## src/rtl/core/gbn_pkg.sv

```systemverilog
// Shared types, constants and helper functions for the go-back-n sender window.
// Used by every module under rtl/core except gbn_ram; depends on nothing else.
`default_nettype none

package gbn_pkg;

    // Sequence space and payload storage.
    localparam int SEQ_SPACE    = 8;
    localparam int SEQ_W        = (SEQ_SPACE > 1) ? $clog2(SEQ_SPACE) : 1;
    localparam int PAYLOAD_BITS = 64;

    // Fixed field widths of the stream beats.
    localparam int WIN_W       = 3;
    localparam int ACK_W       = 3;
    localparam int SEQ_OUT_W   = 3;
    localparam int DATA_W      = 64;
    localparam int MAX_RESULTS = 7;
    localparam int CNT_W       = 3;

    localparam logic [WIN_W-1:0] WIN_RESET = 3'd4;

    typedef logic [SEQ_W-1:0] seq_t;
    typedef logic [CNT_W-1:0] cnt_t;

    // Command codes carried in s_tuser.
    typedef enum logic [1:0] {
        CMD_SEND    = 2'd0,
        CMD_ACK     = 2'd1,
        CMD_TIMEOUT = 2'd2
    } cmd_t;

    // Timer request codes.
    typedef enum logic [1:0] {
        TMR_NONE  = 2'd0,
        TMR_START = 2'd1,
        TMR_STOP  = 2'd2
    } timer_t;

    // Operations of the shared modulo unit.
    typedef enum logic {
        OP_SUB = 1'b0,
        OP_ADD = 1'b1
    } seq_op_t;

    // Sequencer states.
    typedef enum logic [1:0] {
        ST_IDLE = 2'd0,
        ST_READ = 2'd1,
        ST_EMIT = 2'd2
    } state_t;

    // One result beat handed from the sequencer to the output register.
    typedef struct packed {
        logic                 load;
        logic                 packet_valid;
        logic [SEQ_OUT_W-1:0] seq_num;
        logic [DATA_W-1:0]    packet_data;
        logic                 accepted;
        timer_t               timer_action;
        logic                 last;
    } beat_t;

    // Replay status of the sequencer.
    typedef struct packed {
        logic replaying;
        cnt_t idx;
        cnt_t count;
    } status_t;

    // Reduce a 3-bit acknowledgement number into the sequence space.
    function automatic seq_t seq_of_ack(input logic [ACK_W-1:0] ack);
        logic [8:0] r;
        r = 9'(ack);
        for (int k = 0; k < 4; k++) begin
            if (32'(r) >= SEQ_SPACE) begin
                r = r - 9'(SEQ_SPACE);
            end
        end
        return SEQ_W'(r);
    endfunction

    // Increment modulo the sequence space.
    function automatic seq_t seq_inc(input seq_t s);
        seq_t r;
        if (32'(s) == SEQ_SPACE - 1) begin
            r = '0;
        end else begin
            r = s + SEQ_W'(1);
        end
        return r;
    endfunction

endpackage

`default_nettype wire

```

## src/rtl/core/gbn_ram.sv

```systemverilog
// Generic single-write, single-read RAM with a registered read port.
// Standalone; used for the packet store.
`default_nettype none

module gbn_ram #(
    parameter int WIDTH = 64,
    parameter int DEPTH = 8
) (
    input  wire                                        aclk,
    input  wire                                        we,
    input  wire  [((DEPTH > 1) ? $clog2(DEPTH) : 1)-1:0] waddr,
    input  wire  [WIDTH-1:0]                           wdata,
    input  wire                                        re,
    input  wire  [((DEPTH > 1) ? $clog2(DEPTH) : 1)-1:0] raddr,
    output logic [WIDTH-1:0]                           rdata
);

    logic [WIDTH-1:0] mem [DEPTH];

    // Write port and registered read port.
    always_ff @(posedge aclk) begin
        if (we) begin
            mem[waddr] <= wdata;
        end
        if (re) begin
            rdata <= mem[raddr];
        end
    end

endmodule

`default_nettype wire

```

## src/rtl/core/gbn_seq_unit.sv

```systemverilog
// Shared modulo adder/subtractor over the sequence space.
// Depends on gbn_pkg.
`default_nettype none

module gbn_seq_unit (
    input  wire             op,
    input  gbn_pkg::seq_t   a,
    input  gbn_pkg::seq_t   b,
    output gbn_pkg::seq_t   y
);

    localparam logic [gbn_pkg::SEQ_W:0] SPACE = (gbn_pkg::SEQ_W + 1)'(gbn_pkg::SEQ_SPACE);

    logic [gbn_pkg::SEQ_W:0] sum;

    // One wide add, then a single conditional wrap back into the space.
    always_comb begin
        if (op == gbn_pkg::OP_ADD) begin
            sum = {1'b0, a} + {1'b0, b};
        end else begin
            sum = {1'b0, a} + (SPACE - {1'b0, b});
        end
        if (sum >= SPACE) begin
            sum = sum - SPACE;
        end
        y = gbn_pkg::SEQ_W'(sum);
    end

endmodule

`default_nettype wire

```

## src/rtl/core/gbn_ctrl.sv

```systemverilog
// Window sequencer: base and next sequence numbers, window register and the
// replay walk. Depends on gbn_pkg, gbn_seq_unit and gbn_ram.
`default_nettype none

module gbn_ctrl (
    input  wire                         aclk,
    input  wire                         aresetn,
    input  wire                         cfg_wen,
    input  wire  [gbn_pkg::WIN_W-1:0]   cfg_wdata,
    input  wire                         in_valid,
    output logic                        in_ready,
    input  wire  [1:0]                  in_cmd,
    input  wire  [gbn_pkg::DATA_W-1:0]  in_payload,
    input  wire  [gbn_pkg::ACK_W-1:0]   in_ack_num,
    input  wire                         in_ack_ok,
    input  wire                         out_free,
    output gbn_pkg::beat_t              beat,
    output gbn_pkg::status_t            status
);

    gbn_pkg::state_t             state_reg, state_next;
    gbn_pkg::seq_t               base_reg, base_next;
    gbn_pkg::seq_t               next_reg, next_next;
    gbn_pkg::cnt_t               idx_reg, idx_next;
    gbn_pkg::cnt_t               count_reg, count_next;
    logic [gbn_pkg::WIN_W-1:0]   win_reg;

    logic                        unit_op;
    gbn_pkg::seq_t               unit_a, unit_b, unit_y;
    logic [gbn_pkg::WIN_W-1:0]   win_eff;
    logic                        accept;
    logic                        full;
    logic                        replay_last;
    gbn_pkg::seq_t               ack_base;

    logic                             ram_we, ram_re;
    logic [gbn_pkg::PAYLOAD_BITS-1:0] ram_rdata;

    // Shared modulo unit: outstanding count while idle, replay address otherwise.
    always_comb begin
        if (state_reg == gbn_pkg::ST_IDLE) begin
            unit_op = gbn_pkg::OP_SUB;
            unit_a  = next_reg;
            unit_b  = base_reg;
        end else begin
            unit_op = gbn_pkg::OP_ADD;
            unit_a  = base_reg;
            unit_b  = gbn_pkg::SEQ_W'(idx_reg);
        end
    end

    gbn_seq_unit u_unit (
        .op (unit_op),
        .a  (unit_a),
        .b  (unit_b),
        .y  (unit_y)
    );

    // Packet store, written on accepted sends and read during replay.
    gbn_ram #(
        .WIDTH (gbn_pkg::PAYLOAD_BITS),
        .DEPTH (gbn_pkg::SEQ_SPACE)
    ) u_store (
        .aclk  (aclk),
        .we    (ram_we),
        .waddr (next_reg),
        .wdata (in_payload[gbn_pkg::PAYLOAD_BITS-1:0]),
        .re    (ram_re),
        .raddr (unit_y),
        .rdata (ram_rdata)
    );

    // Effective window and handshake terms.
    always_comb begin
        if (32'(win_reg) > gbn_pkg::SEQ_SPACE - 1) begin
            win_eff = gbn_pkg::WIN_W'(gbn_pkg::SEQ_SPACE - 1);
        end else begin
            win_eff = win_reg;
        end
        full        = 9'(unit_y) >= 9'(win_eff);
        in_ready    = (state_reg == gbn_pkg::ST_IDLE) && out_free;
        accept      = in_valid && in_ready;
        replay_last = (idx_reg == count_reg - gbn_pkg::CNT_W'(1));
        ack_base    = gbn_pkg::seq_inc(gbn_pkg::seq_of_ack(in_ack_num));
    end

    // Next-state logic.
    always_comb begin
        state_next = state_reg;
        unique case (state_reg)
            gbn_pkg::ST_IDLE: begin
                if (accept && (in_cmd == gbn_pkg::CMD_TIMEOUT) && (unit_y != '0)) begin
                    state_next = gbn_pkg::ST_READ;
                end
            end
            gbn_pkg::ST_READ: begin
                state_next = gbn_pkg::ST_EMIT;
            end
            gbn_pkg::ST_EMIT: begin
                if (out_free) begin
                    state_next = replay_last ? gbn_pkg::ST_IDLE : gbn_pkg::ST_READ;
                end
            end
            default: begin
                state_next = gbn_pkg::ST_IDLE;
            end
        endcase
    end

    // Output and datapath logic.
    always_comb begin
        base_next  = base_reg;
        next_next  = next_reg;
        idx_next   = idx_reg;
        count_next = count_reg;
        ram_we     = 1'b0;
        ram_re     = 1'b0;
        beat       = '0;
        unique case (state_reg)
            gbn_pkg::ST_IDLE: begin
                if (accept) begin
                    beat.load = 1'b1;
                    beat.last = 1'b1;
                    case (in_cmd)
                        gbn_pkg::CMD_SEND: begin
                            if (!full) begin
                                ram_we            = 1'b1;
                                beat.packet_valid = 1'b1;
                                beat.seq_num      = gbn_pkg::SEQ_OUT_W'(next_reg);
                                beat.packet_data  = in_payload &
                                    gbn_pkg::DATA_W'({gbn_pkg::PAYLOAD_BITS{1'b1}});
                                beat.accepted     = 1'b1;
                                beat.timer_action = (unit_y == '0) ?
                                    gbn_pkg::TMR_START : gbn_pkg::TMR_NONE;
                                next_next         = gbn_pkg::seq_inc(next_reg);
                            end
                        end
                        gbn_pkg::CMD_ACK: begin
                            if (in_ack_ok) begin
                                base_next         = ack_base;
                                beat.accepted     = 1'b1;
                                beat.timer_action = (ack_base == next_reg) ?
                                    gbn_pkg::TMR_STOP : gbn_pkg::TMR_START;
                            end
                        end
                        gbn_pkg::CMD_TIMEOUT: begin
                            // With packets in flight, the replay walk produces the beats.
                            if (unit_y != '0) begin
                                beat.load = 1'b0;
                                idx_next  = '0;
                                if (32'(unit_y) > gbn_pkg::MAX_RESULTS) begin
                                    count_next = gbn_pkg::CNT_W'(gbn_pkg::MAX_RESULTS);
                                end else begin
                                    count_next = gbn_pkg::CNT_W'(unit_y);
                                end
                            end
                        end
                        default: begin
                            beat.last = 1'b1;
                        end
                    endcase
                end
            end
            gbn_pkg::ST_READ: begin
                ram_re = 1'b1;
            end
            gbn_pkg::ST_EMIT: begin
                if (out_free) begin
                    beat.load         = 1'b1;
                    beat.packet_valid = 1'b1;
                    beat.seq_num      = gbn_pkg::SEQ_OUT_W'(unit_y);
                    beat.packet_data  = gbn_pkg::DATA_W'(ram_rdata);
                    beat.timer_action = (idx_reg == '0) ?
                        gbn_pkg::TMR_START : gbn_pkg::TMR_NONE;
                    beat.last         = replay_last;
                    idx_next          = idx_reg + gbn_pkg::CNT_W'(1);
                end
            end
            default: begin
                beat = '0;
            end
        endcase
    end

    // Control registers.
    always_ff @(posedge aclk) begin
        if (!aresetn) begin
            state_reg <= gbn_pkg::ST_IDLE;
            base_reg  <= '0;
            next_reg  <= '0;
            idx_reg   <= '0;
            count_reg <= '0;
            win_reg   <= gbn_pkg::WIN_RESET;
        end else begin
            state_reg <= state_next;
            base_reg  <= base_next;
            next_reg  <= next_next;
            idx_reg   <= idx_next;
            count_reg <= count_next;
            if (cfg_wen) begin
                win_reg <= cfg_wdata;
            end
        end
    end

    assign status = '{
        replaying: (state_reg != gbn_pkg::ST_IDLE),
        idx:       idx_reg,
        count:     count_reg
    };

endmodule

`default_nettype wire

```

## src/rtl/core/go_back_n_sender_window.sv

```systemverilog
// Go-back-n sender window. Send, acknowledgement and unused commands give one
// result beat in the cycle after acceptance; the next command can be taken once the
// output register is free. A timeout with N packets outstanding (at most 7 replayed)
// gives N beats, each waiting on one registered read of the packet store, and no command is taken meanwhile.
// Reset (aresetn low, synchronous) clears base and next sequence number, sets the
// window to 4 and drops the output valid flag; the packet store is not cleared.
`default_nettype none

module go_back_n_sender_window (
    input  wire                        aclk,
    input  wire                        aresetn,
    input  wire                        cfg_wen,
    input  wire  [gbn_pkg::WIN_W-1:0]  cfg_wdata,   // packets allowed in flight
    input  wire                        s_tvalid,
    output logic                       s_tready,
    input  wire  [71:0]                s_tdata,     // payload[63:0], ack_num[66:64], ack_ok[67]
    input  wire  [1:0]                 s_tuser,     // cmd[1:0]
    output logic                       m_tvalid,
    input  wire                        m_tready,
    output logic [71:0]                m_tdata,     // seq_num[2:0], packet_data[66:3],
                                                    // accepted[67], timer_action[69:68]
    output logic [0:0]                 m_tuser,     // packet_valid[0]
    output logic                       m_tlast      // last
);

    gbn_pkg::beat_t   beat;
    gbn_pkg::status_t status;
    gbn_pkg::beat_t   out_reg;
    logic             m_valid_reg;
    logic             out_free;

    assign out_free = !m_valid_reg || m_tready;

    gbn_ctrl u_ctrl (
        .aclk       (aclk),
        .aresetn    (aresetn),
        .cfg_wen    (cfg_wen),
        .cfg_wdata  (cfg_wdata),
        .in_valid   (s_tvalid),
        .in_ready   (s_tready),
        .in_cmd     (s_tuser),
        .in_payload (s_tdata[63:0]),
        .in_ack_num (s_tdata[66:64]),
        .in_ack_ok  (s_tdata[67]),
        .out_free   (out_free),
        .beat       (beat),
        .status     (status)
    );

    // Output register: valid flag under reset, payload loaded with each beat.
    always_ff @(posedge aclk) begin
        if (!aresetn) begin
            m_valid_reg <= 1'b0;
        end else if (out_free) begin
            m_valid_reg <= beat.load;
        end
    end

    always_ff @(posedge aclk) begin
        if (beat.load) begin
            out_reg <= beat;
        end
    end

    assign m_tvalid = m_valid_reg;
    assign m_tuser  = out_reg.packet_valid;
    assign m_tlast  = out_reg.last;
    assign m_tdata  = {2'b00, out_reg.timer_action, out_reg.accepted,
                       out_reg.packet_data, out_reg.seq_num};

`ifndef ASSERT_OFF
    // Every command other than a timeout answers with one final beat next cycle.
    a_single_beat: assert property (@(posedge aclk) disable iff (!aresetn)
        s_tvalid && s_tready && (s_tuser != gbn_pkg::CMD_TIMEOUT) |=> m_tvalid && m_tlast)
        else $error("single-beat command did not produce a final beat");

    // Only replayed packets can be followed by further beats of the same command.
    a_nonlast_is_packet: assert property (@(posedge aclk) disable iff (!aresetn)
        m_tvalid && !m_tlast |-> m_tuser[0])
        else $error("non-final beat carries no packet");

    // The replay index stays below the replay count.
    a_replay_index: assert property (@(posedge aclk) disable iff (!aresetn)
        status.replaying |-> (status.idx < status.count))
        else $error("replay index ran past the replay count");

    // No command is taken while the window is being replayed.
    a_replay_blocks: assert property (@(posedge aclk) disable iff (!aresetn)
        status.replaying |-> !s_tready)
        else $error("input taken during replay");
`endif

endmodule

`default_nettype wire

```

## config.mk

```make
export PLATFORM = sky130hd
export DESIGN_NAME = go_back_n_sender_window
export DESIGN_NICKNAME = d
export VERILOG_FILES = /design/src/rtl/core/gbn_pkg.sv /design/src/rtl/core/gbn_ram.sv /design/src/rtl/core/gbn_seq_unit.sv /design/src/rtl/core/gbn_ctrl.sv /design/src/rtl/core/go_back_n_sender_window.sv
export SDC_FILE = /design/constraint.sdc
export NUM_CORES = 1
export LEC_CHECK = 0
export ABC_CLOCK_PERIOD_IN_PS = 14800
export BUFFER_PORTS_ARGS = -buffer_cell sky130_fd_sc_hd__buf_2
export CAP_MARGIN = 40
export CORE_ASPECT_RATIO = 2
export CORE_MARGIN = 3
export CORE_UTILIZATION = 48
export CTS_BUF_LIST = sky130_fd_sc_hd__clkbuf_8
export CTS_CLUSTER_SIZE = 12
export DETAILED_ROUTE_END_ITERATION = 10
export GPL_TIMING_DRIVEN = 0
export PLACE_DENSITY = 0.7
export SYNTH_ARGS = -nofsm -noshare
export SYNTH_HDL_FRONTEND = slang
export SYNTH_SLANG_ARGS = --single-unit
```

## constraint.sdc

```tcl
create_clock -name aclk -period 14.8 [get_ports aclk]
set_input_delay 0 -clock aclk [delete_from_list [all_inputs] [get_ports aclk]]
set_output_delay 0 -clock aclk [all_outputs]
set_load 0.02 [all_outputs]
```

* Word level (Yosys, flattened, before mapping)
Memory sizes are Yosys's and may differ from the RTL's. A register that Yosys moved wholly into a read port is not among the register bits.
Cells that the tools add are included.
** Word-level totals
- Register bits after elaboration :: 90
- RAM bits :: 512
- Bits of input ports :: 82
- Output and inout port bits :: 76
- Memories kept :: 1
** Memory list
- u_ctrl.u_store.mem :: depth 8, bits a word 64, read ports 1, clocked after Yosys merged registers in 1, write ports 1, RTL line gbn_ram.sv:18 : logic [WIDTH-1:0] mem [DEPTH];
** Operators by class
- $add $sub $neg :: 8
- Order comparisons :: 2
- Eq/ne operators :: 13
- Muxes and demuxes :: 36
- Bitwise operators :: 1
- Reduce and logical (&&, ||, !) cells :: 18
** Operators with widths (number)
- one-hot mux 69 bit (2 select lines) :: 1
- two-way mux 73 bit :: 1
- two-way mux 71 bit :: 1
- two-way mux 69 bit :: 1
- two-way mux 68 bit :: 1
- two-way mux 3 bit :: 11
- one-hot mux 3 bit (2 select lines) :: 3
- two-way mux 1 bit :: 12
- AND reduction 4 bit :: 3
- adder 3 x 1 -> 3 bit, second input constant :: 3
- equality test 3 bit :: 2
- equality test 3 bit, second input constant :: 2
- zero test 3 bit :: 2
- two-way mux 2 bit :: 3
- != test 2 bit, second input constant :: 3
- one-hot mux 2 bit (3 select lines) :: 1
- subtractor 3 x 1 -> 3 bit, second input constant :: 2
- AND reduction 5 bit :: 1
- adder 3 x 3 -> 4 bit :: 1
- adder 3 x 4 -> 4 bit :: 1
- equality test 2 x 1 -> 1 bit, second input constant :: 2
- equality test 2 bit, second input constant :: 2
- greater-or-equal comparator 4 bit, second input constant :: 1
- logical AND 1 bit :: 4
- 11 further kinds :: 14

* Depth between registers and ports, before layout
Gate-level depths: netlist of the first run.
- Word-level depth :: 14
- Depth in mapped cells :: 20

* Cells and area by module
A second synthesis of the first run with hierarchy kept.
** Second synthesis, totals
- Cell total of the unflattened synthesis :: 1118
- Area, all modules :: 25349.3 µm²
** By module, submodules not included
- gbn_ram :: instances 1, cells each 816, area each 21187.8 µm², seq. area each 17296.6 µm²
- go_back_n_sender_window :: instances 1, cells each 79, area each 2229.6 µm², seq. area each 2182.1 µm²
- gbn_ctrl :: instances 1, cells each 209, area each 1811.7 µm², seq. area each 340.3 µm²
- gbn_seq_unit :: instances 1, cells each 14, area each 120.1 µm², seq. area each 0.0 µm²

* Least setup slack after synthesis of the first run
Ideal clock, no wire load.
- Path kind :: register to register
- From :: register u_ctrl.state_reg[1]
- To :: memory u_ctrl.u_store.mem[0][0] (enable)
- Library setup time :: 0.666 ns
- Arrival :: 10.030 ns
- Required time :: 14.134 ns
- Setup slack :: 4.103 ns
- Cell stages (with the launch flop) :: 19
- Path buffers :: 3
- Cells stage by stage :: dfxtp_1 -> nor2_4 -> nand2_1 -> o21ai_0 -> ha_1 -> inv_1 -> fa_1 -> o21a_1 -> or3_4 -> a21oi_1 -> nand2b_4 -> buf_8 -> buf_8 -> inv_1 -> ha_1 -> or2_2 -> a2111oi_4 -> buf_4 -> nor4b_1
** Between the ends
- Longest elaborated chain between the ends :: 14
- Elaborated cells between the ends (all ways) :: 19
- Those cells by class :: add/sub (4); order compare (2); mux (10); reduce/logical (3)
** RTL lines
- from (decl) :: RTL line gbn_ctrl.sv:21 : gbn_pkg::state_t state_reg, state_next;
- from (signal assigned) :: RTL line gbn_ctrl.sv:188 : state_reg <= gbn_pkg::ST_IDLE;
- from (signal assigned) :: RTL line gbn_ctrl.sv:195 : state_reg <= state_next;
- zero test 2 bit * :: RTL line gbn_ctrl.sv:41 : if (state_reg == gbn_pkg::ST_IDLE) begin
- two-way mux 3 bit :: RTL line gbn_ctrl.sv:41
- subtractor 4 x 3 -> 4 bit :: RTL line gbn_seq_unit.sv:21 : sum = {1'b0, a} + (SPACE - {1'b0, b});
- adder 3 x 4 -> 4 bit :: RTL line gbn_seq_unit.sv:21
- two-way mux 4 bit * :: RTL line gbn_seq_unit.sv:18 : if (op == gbn_pkg::OP_ADD) begin
- greater-or-equal comparator 4 bit or subtractor 3 x 1 -> 3 bit (tied branches) :: RTL line gbn_seq_unit.sv:23, gbn_seq_unit.sv:24
- two-way mux 3 bit * :: RTL line gbn_seq_unit.sv:23 : if (sum >= SPACE) begin
- net u_ctrl.u_store.raddr, one bit :: RTL line gbn_ram.sv:14 : input wire [((DEPTH > 1) ? $clog2(DEPTH) : 1)-1:0] raddr,
- greater-or-equal comparator 3 bit * :: RTL line gbn_ctrl.sv:80 : full = 9'(unit_y) >= 9'(win_eff);
- two-way mux 1 bit * :: RTL line gbn_ctrl.sv:126 : if (!full) begin
- two-way mux 1 bit * :: RTL line gbn_ctrl.sv:124 : case (in_cmd)
- two-way mux 1 bit * :: RTL line gbn_ctrl.sv:121 : if (accept) begin
- two-way mux 1 bit * :: RTL line gbn_ctrl.sv:119 : unique case (state_reg)
- two-way mux 1 bit * :: RTL line gbn_ram.sv:22 : if (we) begin
- two-way mux 1 bit (not written as such) * :: RTL line gbn_ram.sv:23 : mem[waddr] <= wdata;
- to (decl) :: RTL line gbn_ram.sv:18
Mark *: on every way through the listed nets, which the timed path passes. The rest lies on a longest branch.

* Worst setup path after layout of the first run
- From :: register u_ctrl.next_reg[0]
- To :: memory u_ctrl.u_store.mem[5][10] (enable)
** Between the ends
- Longest elaborated chain between the ends :: 12
- Elaborated cells between the ends (all ways) :: 14
- Those cells by class :: add/sub (3); order compare (2); mux (9)
** RTL lines
- from (decl) :: RTL line gbn_ctrl.sv:23 : gbn_pkg::seq_t next_reg, next_next;
- from (signal assigned) :: RTL line gbn_ctrl.sv:197 : next_reg <= next_next;
- two-way mux 3 bit * :: RTL line gbn_ctrl.sv:41
- adder 3 x 4 -> 4 bit or adder 3 x 3 -> 4 bit (tied branches) :: RTL line gbn_seq_unit.sv:21, gbn_seq_unit.sv:19
- two-way mux 4 bit * :: RTL line gbn_seq_unit.sv:18
- greater-or-equal comparator 4 bit or subtractor 3 x 1 -> 3 bit (tied branches) :: RTL line gbn_seq_unit.sv:23, gbn_seq_unit.sv:24
- two-way mux 3 bit * :: RTL line gbn_seq_unit.sv:23
- net u_ctrl.u_store.raddr, one bit :: RTL line gbn_ram.sv:14
- greater-or-equal comparator 3 bit * :: RTL line gbn_ctrl.sv:80
- two-way mux 1 bit * :: RTL line gbn_ctrl.sv:126
- two-way mux 1 bit * :: RTL line gbn_ctrl.sv:124
- two-way mux 1 bit * :: RTL line gbn_ctrl.sv:121
- two-way mux 1 bit * :: RTL line gbn_ctrl.sv:119
- two-way mux 1 bit * :: RTL line gbn_ram.sv:22
- two-way mux 1 bit (not written as such) * :: RTL line gbn_ram.sv:23
Marked as above.

==> flow_summary.ini, run 1 <==
[pwr]
ir_drop_mv = 0.0610
sw_frac_of_total_pct = 22.3
intPower_mw = 2.97
sequentialPowerShare_pct = 55.4
power_frac_clock_pct = 36.5
switching_power_mw = 0.854
leakagePower_nw = 10.5
combPwrFrac_pct = 8.1
powerDensity_nw_per_um2 = 124

[drt]
drc = 0
drt-vias-per-instance = 5.70
ant_nets = 0
drt_wl_total_um = 59100
wire_per_inst_um = 26.1
drt_iter0_drc = 1128
num_vias = 12910
firstDrtPassIters = 5

[cts]
clock_latency_ns = 0.68
postCtsSetupBuffers = 0
clock_path_buffers = 3
h-tree-depth = 3
cts_buffers = 85
cts.sinks = 666
clkTransAtPathRegs_ns = 0.08
cts_tree = built
cts_root_buf = clkbuf_8

[cells_and_area]
fillers = 3744
drive_gt1_share_pct = 37.6
syn_to_final_growth_pct = 20.6
multi_input_area_um2 = 5360
final_net_count = 1631
final-seq-area_um2 = 19800
largest_register_ffs = 512
regMostFlops = u_ctrl.u_store.mem
final_util_pct = 59.0

[placed_design]
place_ws_ns = 8.40
port_buffers = 151
gp_congestion = 0.807
dpl.hpwl_um = 39200

[global_route]
grt_use_total_pct = 21.4
gr-total-overflow = 0
grt_pass1_wl_um = 88800
grt_max_degree = 42
antenna_found_initial = 3
grt_pass1_vias = 13933

[die]
die_h_um = 332
ios = 158
start_util_pct = 48.9
chipWidth_um = 169
rows = 118
core_area_um2 = 52100
dieArea_um2 = 56100

[worst_setup_path]
cp_slowest_cell = clkbuf_1
cp_max_fo = 10
crit_arrival_ns = 6.82
critPathLaunchType = flip-flop
crit_path_end_kind = flip-flop
required_ns = 15.15
worstPathCellList = clkbuf_1 > nand2_1 > nand2_1 > inv_1 > ha_1 > fa_1 > mux2i_2 > clkbuf_1 > ha_1 > a21o_1 > a2111oi_4 > buf_4 > nand2_1 > nor3b_2 > buf_6 > buf_6 > buf_6 > buf_4
criticalPathCategory = reg -> reg
cpPeakStageDelay_ns = 0.68

[synth]
async_reset_ff_share_pct = 0
synth_top_area_share_pct = 76.4
syn-mean-instance-area_um2 = 22.6
synth.largest_area_cell = edfxtp_1
synth_warnings = 0
seq_area_frac_synth_pct = 77.8
synth_cells = 1127
synth_area_leaders = edfxtp_1 76%, mux4_2 11%, a22o_1 2.2%
ys_types = 55
synth_enable_flop_cells = 648
synth_ff_type = edfxtp_1
ys_ff_latch = 666
syn_area_um2 = 25500

[min_path]
min_path_type = in -> reg

[outcome]
status = completed

[timing]
fin_setup_tns_ns = 0
relSlewSlack_pct = 37.7
min_period_ns = 6.48
max_freq_ghz = 0.154
drv_slew = 0
setup_violations = 0
finalCritPeriodShare_pct = 43.8
rsz0062_at_grt = no
worstMarginPinSlew_ns = 0.933
finalClockSkew_ns = 0.0425
setup_ws_ns = 8.32
hold_violations = 0
finalHoldWorstSlack_ns = 0.131

[flow_run]
drv_cap = 0
## routing by layer
layer	share of wire, %	up-vias	track usage (%)	routed length (um)
met4	2.2	0	6.76	1280
li1	-	5552	-	-
met2	54	524	38.0	31700
met5	0	-	0	0
met3	6.4	78	3.89	3780
met1	38	6756	26.5	22400
## final cells by class
class	count	share of cell area [%]
buffer	58	1.03
inverter	13	0.159
multi-input combinational	391	17.4
clock buffer	88	3.94
tap	660	2.69
sequential	666	64.5
clock inverter	65	1.77
timing repair buffer	320	8.49
antenna	3	0.0244
## final timing paths
kind / start / end / slack [ns] / depth (start not counted)
min: cfg_wen / u_ctrl.win_eff[2] / 0.13 / 3
max: u_ctrl.next_reg[0] / u_ctrl.u_store.mem[5][10] / 8.32 / 18
min reg2reg: u_ctrl.count_reg[1] / u_ctrl.count_reg[1] / 0.46 / 2
max reg2reg: u_ctrl.next_reg[0] / u_ctrl.u_store.mem[5][10] / 8.32 / 18
## cell usage after synthesis (3+ instances only)
| cell | instances |
|---|---|
| a21oi_1 | 4 |
| a22o_1 | 65 |
| buf_2 | 19 |
| buf_4 | 3 |
| clkbuf_1 | 31 |
| dfxtp_1 | 18 |
| edfxtp_1 | 648 |
| ha_1 | 12 |
| inv_1 | 12 |
| mux2_2 | 37 |
| mux2_4 | 27 |
| mux2i_1 | 11 |
| mux4_2 | 128 |
| nand2_1 | 13 |
| nand2b_1 | 5 |
| nand3_1 | 5 |
| nor2_1 | 17 |
| nor2b_1 | 4 |
| nor3_1 | 4 |
| nor3b_1 | 4 |
| nor4b_1 | 3 |
| o21ai_0 | 6 |
| or2_2 | 5 |
| xnor2_1 | 5 |
## cells by family (layout without fill, tap and decap cells)
logic type / Yosys count / count (layout) / share of synthesized area, %
flops: 666 / 666 / 77.8
mux: 204 / 204 / 15.0
xor+xnor: 6 / 6 / 0.206
buf+inv: 71 / 544 / 1.43
simple gates: 72 / 72 / 1.65
fa+ha+maj: 14 / 14 / 0.746
other cells: 1 / 5 / 0.0147
compound gates: 93 / 93 / 3.14
## stage by stage
step | cell area, um2 | cells | power [mW]
final | 30700 | 2264 | 3.83
after global routing | 30700 | 2263 | 3.96
after floorplan | 25500 | 1128 | 2.34
after detailed placement | 28100 | 2017 | 2.45
after global placement | 27100 | 1939 | 2.44
after CTS | 30700 | 2261 | 3.86
## worst max-delay path, delay by kind of cell, from the launching register on
kind | cells | cell delay (ns)
compound gates | 2 | 0.84
buf+inv | 8 | 2.25
flops | 1 | 0.38
fa+ha+maj | 3 | 1.10
mux | 1 | 0.49
simple gates | 4 | 1.08
## placed cells by master (no fill, tap or decap), drive strengths merged, types with 13 or more instances in the layout
cell,synthesis,routed
dlygate4sd3,0,91
nor2,18,18
buf,27,256
clkinv,0,38
inv,13,23
clkbuf,31,119
nand2,13,13
dfxtp,18,18
mux2,64,64
a22o,65,65
mux4,128,128
edfxtp,648,648
## repair_timing
action | CTS | global route
resized for setup | 0 | 0
hold endpoints to repair | 596 | 0
hold buffers | 91 | 0
## power groups by stage
| stage | registers [mW] | clock network (mW) | logic [mW] |
|---|---|---|---|
| after global routing | 2.12 | 1.51 | 0.333 |
| after CTS | 2.12 | 1.43 | 0.316 |
| final | 2.12 | 1.40 | 0.311 |
| after global placement | 2.17 | 0 | 0.271 |
| after detailed placement | 2.16 | 0 | 0.295 |
| after floorplan | 2.19 | 0 | 0.151 |
(Power assumes the default switching activity.)
==> inputs of run 2 (changes only) <==
Settings changed: ABC_CLOCK_PERIOD_IN_PS 14800 to 6800.
Clock period 14.8 ns to 6.8 ns, I/O delays scaled along.
==> flow_summary.ini, run 2 (synthesis gave the netlist of run 1 again) <==
[timing]
worstMarginPinSlew_ns = 0.913
hold_violations = 0
max_freq_ghz = 0.159
setup_violations = 0
drv_slew = 0
fin_setup_tns_ns = 0
finalHoldWorstSlack_ns = 0.0551
setup_ws_ns = 0.510
finalClockSkew_ns = 0.0309
relSlewSlack_pct = 39.1
rsz0062_at_grt = no
min_period_ns = 6.29
finalCritPeriodShare_pct = 92.5

[cells_and_area]
final-seq-area_um2 = 19800
final_cell_mix = 648 x edfxtp_1, 171 x buf_2, 128 x mux4_2
syn_to_final_growth_pct = 21.2
regMostFlops = u_ctrl.u_store.mem
largest_register_ffs = 512
layout.cells.non_filler = 2249
final_common_cell = edfxtp_1
drive_gt1_share_pct = 36.4
final_net_count = 1619
fillers = 3686
multi_input_area_um2 = 5390

[drt]
drt_wl_total_um = 58600
wire_per_inst_um = 26.1
wl_met2_um = 30400
met3WireLength_um = 3930
top_layer_used = met5
num_vias = 12880
firstDrtPassIters = 5
drt-vias-per-instance = 5.73
wl_met1_um = 22500
drc = 0
drt_iter0_drc = 1120
ant_nets = 0

[placed_design]
dpl.hpwl_um = 38100
gp_congestion = 0.806
dpl.cell_count = 2001
place_ws_ns = 0.335
port_buffers = 151

[worst_setup_path]
crit_arrival_ns = 6.66
cp_max_fo = 13
critPathLaunchType = flip-flop
crit_path_end_kind = flip-flop
required_ns = 7.17
criticalPathCategory = reg -> reg
reg2reg_depth = 22

[cts]
h-tree-depth = 3
clkTransAtPathRegs_ns = 0.07
cts_buffers = 87
cts_root_buf = clkbuf_8
cts_tree = built
clock_latency_ns = 0.66
clock_path_buffers = 3
cts.sinks = 666

[outcome]
status = completed

[die]
die_h_um = 332
ios = 158
start_util_pct = 48.9
dieArea_um2 = 56100
rows = 118
chipWidth_um = 169
core_area_um2 = 52100

[pwr]
leakagePower_nw = 10.6
powerDensity_nw_per_um2 = 268
finalPower_mw = 8.27
ir_drop_mv = 0.130

[global_route]
antenna_found_initial = 3
grt_pass1_vias = 13834
grt_pass1_wl_um = 87700
grt_max_degree = 50
grt_use_total_pct = 21.1
gr-total-overflow = 0

[flow_run]
drv_cap = 0

[min_path]
min_path_type = in -> reg
holdPathStages = 5
run 2: final timing paths:
check                                          from                        end  slack (ns)
worst max-delay path             u_ctrl.next_reg[0]  u_ctrl.u_store.mem[3][31]        0.51
worst min-delay path                    s_tdata[67]                m_tdata[69]        0.06
worst min register to register  u_ctrl.count_reg[1]        u_ctrl.count_reg[1]        0.48
worst max register to register   u_ctrl.next_reg[0]  u_ctrl.u_store.mem[3][31]        0.51
run 2: cell type report:
class | count | share of cell area, %
buffer | 58 | 1.02
antenna | 3 | 0.0243
inverter | 13 | 0.158
clock inverter | 59 | 1.42
clock buffer | 93 | 4.14
sequential | 666 | 64.2
timing repair buffer | 306 | 8.94
tap | 660 | 2.67
multi-input combinational | 391 | 17.5
run 2: where the power goes:
group | switching, mW | internal [mW]
clock | 1.45 | 1.53
combinational | 0.361 | 0.317
sequential | 0.0217 | 4.59
run 2: metal layers:
metal	vias up	GRT usage [%]
li1	5530	-
met1	6693	27.3
met2	544	35.7
met3	111	4.01
met4	2	7.93
met5	-	0
run 2: critical path: stages, from the launching register on:
cell and delay [ns]:
dfxtp_1 0.38, clkbuf_1 0.51, nand2_1 0.11, nand2_1 0.12
inv_1 0.05, ha_1 0.21, fa_1 0.42, nor3_1 0.24
o21ai_1 0.22, a21oi_1 0.23, nand2b_4 0.23, buf_8 0.19
buf_8 0.19, inv_1 0.06, ha_1 0.16, or2_2 0.32
a2111oi_4 0.50, buf_4 0.30, nand2_1 0.29, nor3b_4 0.65
buf_16 0.23, buf_8 0.19, buf_6 0.17
run 2: timing repair:
action	4_1_cts	5_1_grt
setup buffers	0	3
setup endpoints to repair	0	6
gates resized for setup	0	2
hold buffers	90	0
hold endpoints to repair	596	0
run 2: stage by stage:
| stage | cell area, um2 | util (%) |
|---|---|---|
| 2_1_floorplan | 25500 | - |
| 3_3_place_gp | 27100 | 52.0 |
| 3_5_place_dp | 28200 | 54.2 |
| 4_1_cts | 30900 | 59.2 |
| 5_1_grt | 30900 | 59.3 |
| 6_report | 30900 | 59.3 |
==> inputs of run 3 (changes only) <==
Settings changed: ABC_AREA set to 1, PLACE_DENSITY 0.7 to unset, PLACE_DENSITY_LB_ADDON set to 0.15.
==> flow_summary.ini, run 3 <==
[timing]
fin_setup_tns_ns = 0
finalHoldWorstSlack_ns = 0.0606
rsz0062_at_grt = no
finalCritPeriodShare_pct = 93.6
finalClockSkew_ns = 0.0305
drv_slew = 0
relSlewSlack_pct = 40.7
setup_violations = 0
min_period_ns = 6.36
worstMarginPinSlew_ns = 0.885
setup_ws_ns = 0.436
max_freq_ghz = 0.157
hold_violations = 0

[global_route]
grt_pass1_wl_um = 110000
antenna_found_initial = 3
grt_use_total_pct = 26.1
gr-total-overflow = 0
grt_pass1_vias = 17760
grt_max_degree = 43

[drt]
ant_nets = 0
drt_iter0_drc = 1754
drc = 0
num_vias = 17657
drt-vias-per-instance = 5.64
firstDrtPassIters = 7
drt_wl_total_um = 75000
wire_per_inst_um = 24.0

[die]
die_h_um = 336
ios = 158
core_area_um2 = 53800
chipWidth_um = 171
dieArea_um2 = 57600
rows = 120
start_util_pct = 48.7

[synth]
ys_types = 35
synth_ff_type = edfxtp_1
synth.largest_area_cell = edfxtp_1
ys_ff_latch = 666
synth_enable_flop_cells = 648
synth_top_area_share_pct = 74.3
synth_warnings = 0
syn-mean-instance-area_um2 = 13.2
yosysMostFrequentCell = edfxtp_1
seq_area_frac_synth_pct = 75.7
synth_cells = 1990
syn_area_um2 = 26200
synth_area_leaders = edfxtp_1 74%, nor2_1 5.8%, o21ai_0 4.6%
async_reset_ff_share_pct = 0
synth_common_cells = 648 x edfxtp_1, 406 x nor2_1, 240 x o21ai_0

[cts]
clock_latency_ns = 0.68
h-tree-depth = 3
cts_tree = built
clkTransAtPathRegs_ns = 0.07
cts_root_buf = clkbuf_8
cts_buffers = 91
cts.sinks = 666
clock_path_buffers = 3

[worst_setup_path]
critPathLaunchType = flip-flop
criticalPathCategory = reg -> reg
cp_slowest_cell = fa_1
cpPeakStageDelay_ns = 0.42
cp_max_fo = 10
r2r_setup_slack_ns = 0.44
crit_arrival_ns = 6.73
worst_path_most_repeated_cell = buf_6
required_ns = 7.17
crit_path_end_kind = flip-flop

[cells_and_area]
layout.cells.non_filler = 3130
final_cell_mix = 648 x edfxtp_1, 403 x nor2_1, 240 x o21ai_0
final_area_um2 = 31300
largest_register_ffs = 512
syn_to_final_growth_pct = 19.5
regMostFlops = u_ctrl.u_store.mem
final_common_cell = edfxtp_1
drive_gt1_share_pct = 17.5
final_net_count = 2482
final_util_pct = 58.2

[placed_design]
port_buffers = 151
place_ws_ns = 0.151
dpl.hpwl_um = 49700
placed_area_um2 = 28700
gp_congestion = 0.818
dpl.cell_count = 2869

[pwr]
finalPower_mw = 9.19
powerDensity_nw_per_um2 = 294
leakagePower_nw = 11.2
ir_drop_mv = 0.213

[outcome]
status = completed

[min_path]
min_path_type = in -> reg

[flow_run]
drv_cap = 0
-- run 3: cell count changes in the layout (fill, tap and decap cells not counted), sizes merged, moves of 6 or more --
cell	before	now
clkbuf	124	168
nand3	6	76
mux2i	12	0
o21ai	7	338
nand2	13	234
mux4	128	0
mux2	64	0
buf	243	249
nor2	18	409
clkinv	30	45
a21oi	4	15
inv	34	57
nand2b	6	0
-- run 3: worst paths after layout --
check	startpoint	to	cells past startpoint
max	u_ctrl.state_reg[1]	u_ctrl.u_store.mem[0][51]	27
min	s_tdata[65]	m_tdata[69]	6
max reg2reg	u_ctrl.state_reg[1]	u_ctrl.u_store.mem[0][51]	27
min reg2reg	u_ctrl.count_reg[1]	u_ctrl.count_reg[1]	2
-- run 3: cell type report --
| class | count | area [um2] |
|---|---|---|
| clock buffer | 93 | 1280 |
| buffer | 117 | 598 |
| clock inverter | 71 | 362 |
| fill | 4396 | 22500 |
| sequential | 666 | 19800 |
| timing repair buffer | 302 | 2520 |
| inverter | 36 | 135 |
| multi-input combinational | 1172 | 5730 |
| tap | 671 | 840 |
| antenna | 2 | 5.00 |
-- run 3: repair_timing --
item | CTS | global route
endpoints found under the hold margin | 601 | 0
gates resized for setup | 0 | 3
setup buffers | 0 | 0
setup endpoints to repair | 0 | 7
hold buffers | 95 | 0
-- run 3: per-layer routing --
| metal | global-route usage [%] | routed length, um | vias to the layer above |
|---|---|---|---|
| met2 | 47.3 | 39900 | 792 |
| met4 | 9.87 | 2660 | 2 |
| li1 | - | - | 7946 |
| met5 | 0 | 13 | - |
| met1 | 31.0 | 27500 | 8754 |
| met3 | 4.13 | 4880 | 163 |
-- run 3: critical path, delay by kind of cell, from the launching register on --
family | cells | cell delay [ns]
DFF | 1 | 0.37
and+or+nand+nor | 8 | 1.69
AOI/OAI and AO/OA | 4 | 0.58
buffers and inverters | 12 | 2.39
adders and majority gates | 3 | 0.94
-- run 3: kinds of logic after synthesis --
family	share of synthesized area, %
AOI/OAI and AO/OA	9.60
xor gates and xnor gates	0.234
adders and majority gates	0.726
buffers and inverters	2.79
DFF	75.7
other	0.0143
and+or+nand+nor	11.0
-- run 3: power by group --
| group | switching (mW) | internal [mW] |
|---|---|---|
| sequential | 0.0353 | 4.70 |
| combinational | 1.14 | 0.467 |
| clock | 1.50 | 1.35 |
